File: src/sv/mau_pkg.sv
// ----------------------------------------------------------------------------
// Modular arithmetic unit package
// Shared types, constants and modular helper functions.
// ----------------------------------------------------------------------------
package mau_pkg;

    localparam int WORD_BITS = 32;
    localparam int CNT_BITS  = $clog2(WORD_BITS);

    typedef logic [WORD_BITS-1:0] word_t;
    typedef logic [WORD_BITS:0]   wide_t;
    typedef logic [CNT_BITS-1:0]  cnt_t;

    typedef enum logic [1:0] {
        FUNC_ADD = 2'd0,
        FUNC_SUB = 2'd1,
        FUNC_MUL = 2'd2,
        FUNC_DIV = 2'd3
    } func_t;

    typedef enum logic [2:0] {
        ST_IDLE,
        ST_REDUCE,
        ST_MUL,
        ST_EU_TEST,
        ST_EU_DIV,
        ST_EU_UPD,
        ST_FINISH
    } state_t;

    typedef struct packed {
        func_t func;
        word_t left_operand;
        word_t right_operand;
    } in_req_t;

    typedef struct packed {
        word_t result_value;
        logic  no_inverse;
    } out_req_t;

    localparam cnt_t CNT_LAST = CNT_BITS'(WORD_BITS - 1);

    // a, b < n
    function automatic word_t mod_add(word_t a, word_t b, word_t n);
        wide_t s;
        s = {1'b0, a} + {1'b0, b};
        if (s >= {1'b0, n})
            s = s - {1'b0, n};
        return s[WORD_BITS-1:0];
    endfunction

    function automatic word_t mod_sub(word_t a, word_t b, word_t n);
        word_t d;
        if (a >= b)
            d = a - b;
        else
            d = (n - b) + a;
        return d;
    endfunction

    // r < n: (2r + b) mod n
    function automatic word_t shift_in(word_t r, logic b, word_t n);
        wide_t d;
        d = {r, b};
        if (d >= {1'b0, n})
            d = d - {1'b0, n};
        return d[WORD_BITS-1:0];
    endfunction

    // one Horner step of a modular product: (2acc + b*a) mod n
    function automatic word_t horner(word_t acc, logic b, word_t a, word_t n);
        word_t d;
        d = shift_in(acc, 1'b0, n);
        if (b)
            d = mod_add(d, a, n);
        return d;
    endfunction

endpackage

File: src/sv/modular_arithmetic_unit.sv
// ----------------------------------------------------------------------------
// Modular arithmetic unit
// Add, subtract, multiply and divide modulo a configured modulus.
// ----------------------------------------------------------------------------
// Usage:
//   cfg channel: cfg_valid/cfg_ready with cfg_data = modulus (0 acts as 1).
//     Write only while idle. cfg_ready is always high.
//   in channel: in_valid/in_stall with in_data {func, left, right}.
//   out channel: out_valid/out_stall with out_data {result_value, no_inverse}.
// One request at a time. Both operands are reduced bit-serially, together;
// add/sub then finish with one modular step, multiply with a bit-serial product.
// Divide runs extended Euclid, each step a bit-serial long division with
// a merged quotient*coefficient product, for up to about 1.44*WORD_BITS
// steps, then a bit-serial product when an inverse exists.
// The result register lets the next request enter while a result waits;
// a new result is held back while out_stall keeps the previous one.
// Reset: modulus 1, idle, no result pending.
// ----------------------------------------------------------------------------
module modular_arithmetic_unit (
    input  logic                clk,
    input  logic                rst_n,
    input  logic                cfg_valid,
    output logic                cfg_ready,
    input  mau_pkg::word_t      cfg_data,
    input  logic                in_valid,
    output logic                in_stall,
    input  mau_pkg::in_req_t    in_data,
    output logic                out_valid,
    input  logic                out_stall,
    output mau_pkg::out_req_t   out_data
);

    localparam int W = mau_pkg::WORD_BITS;

    mau_pkg::state_t  state_reg, state_next;
    mau_pkg::word_t   modulus_reg, modulus_next;
    mau_pkg::func_t   func_reg, func_next;
    mau_pkg::cnt_t    cnt_reg, cnt_next;
    mau_pkg::word_t   bits_reg, bits_next;
    mau_pkg::word_t   ysh_reg, ysh_next;
    mau_pkg::word_t   x_reg, x_next;
    mau_pkg::word_t   y_reg, y_next;
    mau_pkg::word_t   a_reg, a_next;
    mau_pkg::word_t   acc_reg, acc_next;
    mau_pkg::word_t   rem_reg, rem_next;
    mau_pkg::word_t   r0_reg, r0_next;
    mau_pkg::word_t   r1_reg, r1_next;
    mau_pkg::word_t   t0_reg, t0_next;
    mau_pkg::word_t   t1_reg, t1_next;
    logic             flag_reg, flag_next;
    logic             out_valid_reg, out_valid_next;
    mau_pkg::out_req_t out_reg, out_next;

    mau_pkg::word_t   n_eff;
    mau_pkg::word_t   x_red, y_red;
    mau_pkg::wide_t   rem2;
    logic             q_bit;
    logic             accept;
    logic             last;
    logic             out_free;

    assign n_eff    = (modulus_reg == '0) ? mau_pkg::word_t'(1) : modulus_reg;
    assign accept   = in_valid && !in_stall;
    assign last     = (cnt_reg == '0);
    assign out_free = !out_valid_reg || !out_stall;
    assign x_red    = mau_pkg::shift_in(x_reg, bits_reg[W-1], n_eff);
    assign y_red    = mau_pkg::shift_in(y_reg, ysh_reg[W-1], n_eff);
    assign rem2     = {rem_reg, bits_reg[W-1]};
    assign q_bit    = (rem2 >= {1'b0, r1_reg});

    assign cfg_ready = 1'b1;
    assign in_stall  = (state_reg != mau_pkg::ST_IDLE);
    assign out_valid = out_valid_reg;
    assign out_data  = out_reg;

    always_comb
    begin
        state_next = state_reg;
        case (state_reg)
            mau_pkg::ST_IDLE:
                if (accept)
                    state_next = mau_pkg::ST_REDUCE;
            mau_pkg::ST_REDUCE:
                if (last)
                begin
                    case (func_reg)
                        mau_pkg::FUNC_MUL: state_next = mau_pkg::ST_MUL;
                        mau_pkg::FUNC_DIV: state_next = mau_pkg::ST_EU_TEST;
                        default:           state_next = mau_pkg::ST_FINISH;
                    endcase
                end
            mau_pkg::ST_MUL:
                if (last)
                    state_next = mau_pkg::ST_FINISH;
            mau_pkg::ST_EU_TEST:
                if (r1_reg != '0)
                    state_next = mau_pkg::ST_EU_DIV;
                else if (r0_reg == mau_pkg::word_t'(1))
                    state_next = mau_pkg::ST_MUL;
                else
                    state_next = mau_pkg::ST_FINISH;
            mau_pkg::ST_EU_DIV:
                if (last)
                    state_next = mau_pkg::ST_EU_UPD;
            mau_pkg::ST_EU_UPD:
                state_next = mau_pkg::ST_EU_TEST;
            mau_pkg::ST_FINISH:
                if (out_free)
                    state_next = mau_pkg::ST_IDLE;
            default:
                state_next = mau_pkg::ST_IDLE;
        endcase
    end

    always_comb
    begin
        modulus_next   = modulus_reg;
        func_next      = func_reg;
        cnt_next       = cnt_reg;
        bits_next      = bits_reg;
        ysh_next       = ysh_reg;
        x_next         = x_reg;
        y_next         = y_reg;
        a_next         = a_reg;
        acc_next       = acc_reg;
        rem_next       = rem_reg;
        r0_next        = r0_reg;
        r1_next        = r1_reg;
        t0_next        = t0_reg;
        t1_next        = t1_reg;
        flag_next      = flag_reg;
        out_next       = out_reg;
        out_valid_next = out_valid_reg && out_stall;

        if (cfg_valid)
            modulus_next = cfg_data;

        case (state_reg)
            mau_pkg::ST_IDLE:
                if (accept)
                begin
                    func_next = in_data.func;
                    bits_next = in_data.left_operand;
                    ysh_next  = in_data.right_operand;
                    x_next    = '0;
                    y_next    = '0;
                    flag_next = 1'b0;
                    cnt_next  = mau_pkg::CNT_LAST;
                end
            mau_pkg::ST_REDUCE:
            begin
                x_next    = x_red;
                y_next    = y_red;
                bits_next = bits_reg << 1;
                ysh_next  = ysh_reg << 1;
                cnt_next  = cnt_reg - 1'b1;
                if (last)
                begin
                    cnt_next = mau_pkg::CNT_LAST;
                    acc_next = '0;
                    case (func_reg)
                        mau_pkg::FUNC_ADD: acc_next = mau_pkg::mod_add(x_red, y_red, n_eff);
                        mau_pkg::FUNC_SUB: acc_next = mau_pkg::mod_sub(x_red, y_red, n_eff);
                        mau_pkg::FUNC_MUL:
                        begin
                            a_next    = x_red;
                            bits_next = y_red;
                        end
                        default:
                        begin
                            r0_next = n_eff;
                            r1_next = y_red;
                            t0_next = '0;
                            t1_next = (n_eff > mau_pkg::word_t'(1)) ?
                                      mau_pkg::word_t'(1) : '0;
                        end
                    endcase
                end
            end
            mau_pkg::ST_MUL:
            begin
                acc_next  = mau_pkg::horner(acc_reg, bits_reg[W-1], a_reg, n_eff);
                bits_next = bits_reg << 1;
                cnt_next  = cnt_reg - 1'b1;
            end
            mau_pkg::ST_EU_TEST:
            begin
                acc_next = '0;
                cnt_next = mau_pkg::CNT_LAST;
                if (r1_reg != '0)
                begin
                    bits_next = r0_reg;
                    rem_next  = '0;
                end
                else if (r0_reg == mau_pkg::word_t'(1))
                begin
                    a_next    = x_reg;
                    bits_next = t0_reg;
                end
                else
                    flag_next = 1'b1;
            end
            mau_pkg::ST_EU_DIV:
            begin
                rem_next  = q_bit ? W'(rem2 - {1'b0, r1_reg}) : W'(rem2);
                acc_next  = mau_pkg::horner(acc_reg, q_bit, t1_reg, n_eff);
                bits_next = bits_reg << 1;
                cnt_next  = cnt_reg - 1'b1;
            end
            mau_pkg::ST_EU_UPD:
            begin
                r0_next = r1_reg;
                r1_next = rem_reg;
                t0_next = t1_reg;
                t1_next = mau_pkg::mod_sub(t0_reg, acc_reg, n_eff);
            end
            mau_pkg::ST_FINISH:
                if (out_free)
                begin
                    out_next.result_value = acc_reg;
                    out_next.no_inverse   = flag_reg;
                    out_valid_next        = 1'b1;
                end
            default:
            begin
            end
        endcase
    end

    always_ff @(posedge clk or negedge rst_n)
    begin
        if (!rst_n)
        begin
            state_reg     <= mau_pkg::ST_IDLE;
            modulus_reg   <= mau_pkg::word_t'(1);
            out_valid_reg <= 1'b0;
        end
        else
        begin
            state_reg     <= state_next;
            modulus_reg   <= modulus_next;
            out_valid_reg <= out_valid_next;
        end
    end

    always_ff @(posedge clk)
    begin
        func_reg <= func_next;
        cnt_reg  <= cnt_next;
        bits_reg <= bits_next;
        ysh_reg  <= ysh_next;
        x_reg    <= x_next;
        y_reg    <= y_next;
        a_reg    <= a_next;
        acc_reg  <= acc_next;
        rem_reg  <= rem_next;
        r0_reg   <= r0_next;
        r1_reg   <= r1_next;
        t0_reg   <= t0_next;
        t1_reg   <= t1_next;
        flag_reg <= flag_next;
        out_reg  <= out_next;
    end

endmodule

File: config.mk
export PLATFORM = sky130hd
export DESIGN_NAME = modular_arithmetic_unit
export DESIGN_NICKNAME = d
export VERILOG_FILES = /design/src/sv/mau_pkg.sv /design/src/sv/modular_arithmetic_unit.sv
export SDC_FILE = /design/constraint.sdc
export NUM_CORES = 2
export LEC_CHECK = 0
export BUFFER_PORTS_ARGS = -buffer_cell sky130_fd_sc_hd__buf_2
export CAP_MARGIN = 20
export CORE_MARGIN = 5
export CORE_UTILIZATION = 50
export CTS_CLUSTER_DIAMETER = 50
export DETAILED_ROUTE_END_ITERATION = 10
export PLACE_DENSITY = 0.66
export SLEW_MARGIN = 20
export SYNTH_ARGS = -nofsm -noshare
export SYNTH_HDL_FRONTEND = slang
export SYNTH_SLANG_ARGS = --single-unit
File: constraint.sdc
create_clock -name clk -period 20.2 [get_ports clk]
set_clock_uncertainty 0.1 [all_clocks]
set_input_delay 3.03 -clock clk [delete_from_list [all_inputs] [get_ports clk]]
set_output_delay 3.03 -clock clk [all_outputs]
set_load 0.03 [all_outputs]
## After elaboration in Yosys (flattened, before gate mapping)

Cells that the tools add are included.

| word-level totals | value |
|---|---|
| bits in registers | 429 |
| bits of input ports | 103 |
| logic and storage cells | 166 |

| operators by class | value |
|---|---|
| $add $sub $neg | 17 |
| $lt $le $gt $ge | 10 |
| eq/ne operators | 22 |
| mux-type cells | 66 |
| reductions and logical operators | 32 |

Operators by type and width:

| operator | number |
|---|---|
| 32-bit two-way mux | 35 |
| 32-bit case mux with 2 select lines | 10 |
| 32-bit subtractor | 11 |
| 32-bit case mux with 4 select lines | 2 |
| 33-bit by 32-bit greater-or-equal comparator with 1-bit output | 7 |
| 32-bit by 32-bit adder with 33-bit output | 3 |
| 32-bit adder | 2 |
| 32-bit greater-or-equal comparator | 2 |
| 32-bit by 1-bit == test with 1-bit output (second input constant) | 1 |
| 32-bit by 1-bit > comparator with 1-bit output (second input constant) | 1 |
| 32-bit zero test | 1 |
| 32-bit nonzero test | 1 |
| 3-bit two-way mux | 7 |
| 3-bit case mux with 7 select lines | 1 |
| 2-bit inequality test (second input constant) | 10 |
| 5-bit case mux with 4 select lines | 1 |
| 2-bit AND reduction | 6 |
| 5-bit two-way mux | 2 |
| 5-bit AND reduction | 2 |
| 2-bit nonzero test | 5 |
| 3-bit == test (second input constant) | 3 |
| 4-bit nonzero test | 2 |
| 3-bit by 2-bit == test with 1-bit output (second input constant) | 2 |
| 1-bit two-way mux | 6 |
| other kinds (19) | 24 |

## Longest topological paths before layout

| depth | value |
|---|---|
| depth after elaboration | 10 |
| mapped depth | 47 |

## Worst setup path before layout

OpenSTA, ideal clock, no wires.

| timing path | value |
|---|---|
| path type | register to register |
| from | register modulus_reg[31] |
| to | register acc_reg[12], data pin |
| arrival time | 8.798 ns |
| slack | 11.028 ns |
| cell stages (with the launch flop) | 47 |
| buffers on the path | 2 |
| cell sequence | dfrtp_1 -> nor4_1 -> nand4_1 -> nor2_1 -> nor2_1 -> inv_1 -> ha_1 -> inv_1 -> fa_1 -> a21o_1 -> a21oi_1 -> o21bai_1 -> a21oi_1 -> o21bai_1 -> a21oi_1 -> nor2b_1 -> o21a_1 -> o41ai_1 -> [11 not listed] -> a311oi_2 -> o41ai_1 -> a21o_1 -> a21oi_1 -> o31ai_1 -> xnor2_1 -> ha_1 -> and3_1 -> and2_1 -> nand4_1 -> nand3_1 -> a211oi_4 -> buf_6 -> nor2_1 -> a211oi_1 -> a21oi_1 -> a221oi_1 -> a31oi_1 |

| on the way | value |
|---|---|
| cells in the longest elaborated chain, start to end | 10 |
| elaborated cells between the ends (all ways) | 35 |

RTL lines:

| item | line | text |
|---|---|---|
| from (decl) | modular_arithmetic_unit.sv:36 | `mau_pkg::word_t modulus_reg, modulus_next;` |
| from (signal assigned) | modular_arithmetic_unit.sv:235 | `modulus_reg <= mau_pkg::word_t'(1);` |
| from (signal assigned) | modular_arithmetic_unit.sv:241 | `modulus_reg <= modulus_next;` |
| 32-bit zero test | modular_arithmetic_unit.sv:62 | `assign n_eff = (modulus_reg == '0) ? mau_pkg::word_t'(1) : modulus_reg;` |
| 32-bit two-way mux * | modular_arithmetic_unit.sv:62 |  |
| 32-bit subtractor / 33-bit by 32-bit greater-or-equal comparator with 1-bit output (equally long branches) | mau_pkg.sv:67, mau_pkg.sv:66 |  |
| 32-bit two-way mux * | mau_pkg.sv:66 | `if (d >= {1'b0, n})` |
| named net y_red[12] | modular_arithmetic_unit.sv:55 | `mau_pkg::word_t x_red, y_red;` |
| 32-bit subtractor / 32-bit by 32-bit adder with 33-bit output (equally long branches) | mau_pkg.sv:58, mau_pkg.sv:47 |  |
| 32-bit adder, or another cell as far along | mau_pkg.sv:58 | `d = (n - b) + a;` |
| 32-bit two-way mux, on equally long branches | mau_pkg.sv:55, mau_pkg.sv:48 |  |
| 32-bit case mux with 2 select lines * | modular_arithmetic_unit.sv:161 | `case (func_reg)` |
| 32-bit two-way mux * | modular_arithmetic_unit.sv:157 | `if (last)` |
| 32-bit case mux with 4 select lines * | modular_arithmetic_unit.sv:138 | `case (state_reg)` |
| named net acc_next[12] | modular_arithmetic_unit.sv:44 | `mau_pkg::word_t acc_reg, acc_next;` |
| to (signal assigned) | modular_arithmetic_unit.sv:255 | `acc_reg <= acc_next;` |
| to (decl) | modular_arithmetic_unit.sv:44 |  |

The timed path passes the listed nets; every way through them passes the cells marked *. The select of a mux whose other input is x is not followed.
A chain may end at the register's enable or synchronous reset.

## Final worst setup path

| timing path | value |
|---|---|
| from | register modulus_reg[3] |
| to | register acc_reg[8], data pin |

| on the way | value |
|---|---|
| cells in the longest elaborated chain, start to end | 10 |
| elaborated cells between the ends (all ways) | 35 |

RTL lines:

| item | line | text |
|---|---|---|
| 32-bit zero test | modular_arithmetic_unit.sv:62 |  |
| 32-bit two-way mux * | modular_arithmetic_unit.sv:62 |  |
| 32-bit subtractor / 33-bit by 32-bit greater-or-equal comparator with 1-bit output (equally long branches) | mau_pkg.sv:67, mau_pkg.sv:66 |  |
| 32-bit two-way mux * | mau_pkg.sv:66 |  |
| named net x_red[2] | modular_arithmetic_unit.sv:55 |  |
| 32-bit by 32-bit adder with 33-bit output | mau_pkg.sv:47 | `s = {1'b0, a} + {1'b0, b};` |
| 32-bit subtractor / 33-bit by 32-bit greater-or-equal comparator with 1-bit output (equally long branches) | mau_pkg.sv:49, mau_pkg.sv:48 |  |
| 32-bit two-way mux | mau_pkg.sv:48 | `if (s >= {1'b0, n})` |
| 32-bit case mux with 2 select lines * | modular_arithmetic_unit.sv:161 |  |
| 32-bit two-way mux * | modular_arithmetic_unit.sv:157 |  |
| 32-bit case mux with 4 select lines * | modular_arithmetic_unit.sv:138 |  |
| named net acc_next[8] | modular_arithmetic_unit.sv:44 |  |

Marked as above.

==> flow_summary.json <==
{
  "areaGrowthSynthToFinish_pct": 11.0,
  "cts_max_path_buffers": 3,
  "worstMarginPinSlew_ns": 1.11,
  "final-instance-count-excl-fill": 6622,
  "cts_resized": 0,
  "syn_area_per_cell_um2": 8.38,
  "max_freq_mhz": 76.3,
  "cts-root-buf": "clkbuf_16",
  "period_share_pct": 64.9,
  "swShare_pct": 48.6,
  "ys_async_sr_fraction_pct": 8.39,
  "final-seq-area_um2": 12700,
  "hold_viol": 0,
  "grt_antenna_before_repair": 14,
  "setup-tns-final_ns": 0,
  "synth_edf_count": 393,
  "grt_max_degree": 79,
  "min_to": "ysh_reg[1]",
  "dp_worst_setup_slack_ns": 7.42,
  "num_rows": 109,
  "wire_per_inst_um": 27.8,
  "grt_first_pass_wirelength_um": 265000,
  "final_common_cell": "nor2_1",
  "end_kind": "flip-flop",
  "maxCapViolations": 0,
  "ys_seq_area_share_pct": 28.8,
  "largest_register_ffs": 33,
  "status": "finished clean",
  "synth-xor-area-share_pct": 7.45,
  "power_frac_clock_pct": 19.2,
  "design.core.area_um2": 88000,
  "worstHoldStart": "ysh_reg[0]",
  "port_buffers": 137,
  "wl_um": 184000,
  "cts_inserted_buffers": 72,
  "synth_area_um2": 44100,
  "crit_top_cell": "a21oi_1",
  "ys_ff_latch": 429,
  "cts_hold_buf": 0,
  "post_cts_buffers": 0,
  "min_path_cells": 2,
  "worstPathArrival_ns": 13.49,
  "p_per_area_nw_per_um2": 134,
  "p_switching_uw": 3200,
  "final_cell_mix": "nor2_1, a21oi_1, nand2_1",
  "synthMuxAreaShare_pct": 2.38,
  "multi_input_area_um2": 29300,
  "dp_hpwl_um": 145000,
  "grt_setup_unrepaired": "no",
  "fp.dieArea_um2": 94300,
  "die_w_um": 307,
  "min_period_ns": 13.10,
  "slowest_stage": "a2111oi_0",
  "r2r-start": "modulus_reg[3]",
  "grt_pass1_vias": 39500,
  "slew_violations": 0,
  "clkLatencyLatePin_ns": 0.66,
  "dp.cells": 6473,
  "io_pins": 139,
  "setup_viol": 0,
  "p_comb_share_pct": 65.0,
  "die_h_um": 307,
  "p_leak_uw": 0.0210,
  "drive_gt1_share_pct": 8.71,
  "power_frac_seq_pct": 15.7,
  "fin_nets": 6009,
  "yosysWarnings": 0,
  "clkSlewWorstSetupHoldPaths_ns": 0.06,
  "viasPerCell": 6.42,
  "reg2regPathDepth": 43,
  "ff2ff_setup_slack_ns": 7.10,
  "synth_top_family_by_area": "compound AO/OA/AOI/OAI gates",
  "synth_adder_area_share_pct": 16.1,
  "cts_max_level": 3,
  "dr.first_iter.drc_count": 4826,
  "synth-compound-area-share_pct": 23.8,
  "drt_first_pass_iters": 9,
  "r2r-end": "acc_reg[8]",
  "cts_tree": "yes",
  "ir_drop_mv": 0.144,
  "p_int_uw": 3380,
  "path_delay_family": "compound AO/OA/AOI/OAI gates",
  "syn_inst": 5268,
  "relSlewSlack_pct": 25.3,
  "ant_nets": 0,
  "slowest_delay_ns": 0.78,
  "crit_type": "reg -> reg",
  "path_max_fanout": 52,
  "grtUsageTotal_pct": 37.8,
  "gp_congestion": 1.02,
  "synth-simple-area-share_pct": 16.3,
  "dr_total_vias": 42500,
  "yosysUniqueCellTypes": 95,
  "critPathLaunchType": "flip-flop",
  "layout_setup_ws_ns": 7.10,
  "cts.sinks": 429,
  "mappedNetlistNets": 5893,
  "crit_buf_inv": 5,
  "crit_cells": 43,
  "yosys_most_used_dff": "edfxtp_1",
  "num-fill-cells": 8274,
  "drc": 0,
  "hp-class": "reg -> reg",
  "worst-endpoint-required_ns": 20.59,
  "grt-ovfl-total": 0,
  "start_util_pct": 50.2
}
## synth_stat cells, types with 16 or more instances
cell type / n / share of area [%]
nand3_1: 71 / 0.81
nor2b_1: 58 / 0.82
nor2_1: 535 / 4.5
o211ai_1: 82 / 1.4
ha_1: 448 / 13
or3_1: 22 / 0.31
a21o_1: 200 / 3.4
o21ai_0: 349 / 4.0
or2_2: 17 / 0.24
xnor2_1: 241 / 4.8
fa_1: 74 / 3.4
nor3_1: 75 / 0.85
nand2b_1: 69 / 0.98
nand2_1: 510 / 4.3
xor2_1: 132 / 2.6
buf_2: 24 / 0.27
edfxtp_1: 393 / 27
and2_1: 33 / 0.47
o21a_1: 59 / 1.0
a31oi_1: 58 / 0.82
o22ai_1: 25 / 0.35
mux2i_1: 87 / 2.0
o21bai_1: 58 / 0.99
and3_1: 60 / 0.85
mux2_2: 16 / 0.41
inv_1: 370 / 3.1
o21ai_1: 22 / 0.25
a221oi_1: 32 / 0.63
nand4_1: 53 / 0.75
a21oi_1: 514 / 5.8
o31ai_1: 23 / 0.39
a211oi_1: 62 / 1.1
nor4_1: 41 / 0.58
clkbuf_1: 177 / 1.5
dfrtp_1: 35 / 2.0
## through the flow
step	util (%)	hold slack, ns	area, um2	power, uW
CTS	55.6	0.413	48900	6460
global placement	52.8	0.394	46500	5200
detailed placement	52.9	0.400	46500	5180
global route	55.7	0.428	49000	6960
floorplan	-	0.300	44100	4060
finish	55.7	0.407	49000	6580
## routing by layer
layer	wire length (um)	vias up	global-route usage (%)	share of wire, %
met5	36	-	0	0.020
li1	-	19400	-	-
met4	12400	6	22.3	6.8
met3	20500	446	8.15	11
met1	73900	20200	51.4	40
met2	77300	2422	55.7	42
## final cells by class
type	count	share of cell area, %
multi-input cells	4247	59.8
flip-flops and latches	429	25.9
clock buffers	74	3.69
repair buffers	264	3.45
well taps	1165	2.97
inverters	370	2.83
clock inverters	57	1.21
diodes	16	0.0817
## worst min-delay path, cell delays in order, from the launching register on
cell and delay [ns]:
edfxtp_1 0.32, nand2_1 0.05, nand2_1 0.04
## power by group through the flow
stage | registers [uW] | logic, uW | clock network [uW]
2_1_floorplan | 1020 | 3040 | 0
3_3_place_gp | 1050 | 4150 | 0
3_5_place_dp | 1050 | 4130 | 0
4_1_cts | 1030 | 4160 | 1270
5_1_grt | 1030 | 4610 | 1310
6_report | 1030 | 4280 | 1270
## worst max path at each step
stage	startpoint	to	slack, ns
after global routing	modulus_reg[2]	acc_reg[8]	6.46
after CTS	modulus_reg[3]	acc_reg[8]	7.42
final	modulus_reg[3]	acc_reg[8]	7.10
after floorplan	modulus_reg[31]	acc_reg[12]	11.03
after detailed placement	modulus_reg[3]	acc_reg[8]	7.42
after global placement	modulus_reg[3]	acc_reg[26]	7.63
## logic make-up (layout without fill, tap and decap cells)
group           Yosys count  in the layout
compound gates         1661           1661
simple gates           1586           1586
buf+inv                 592            765
fa+ha+maj               522            522
flops                   429            429
xor+xnor                374            374
mux                     103            103
other cells               1             17
No activity file was read; power rests on OpenSTA's default activity.
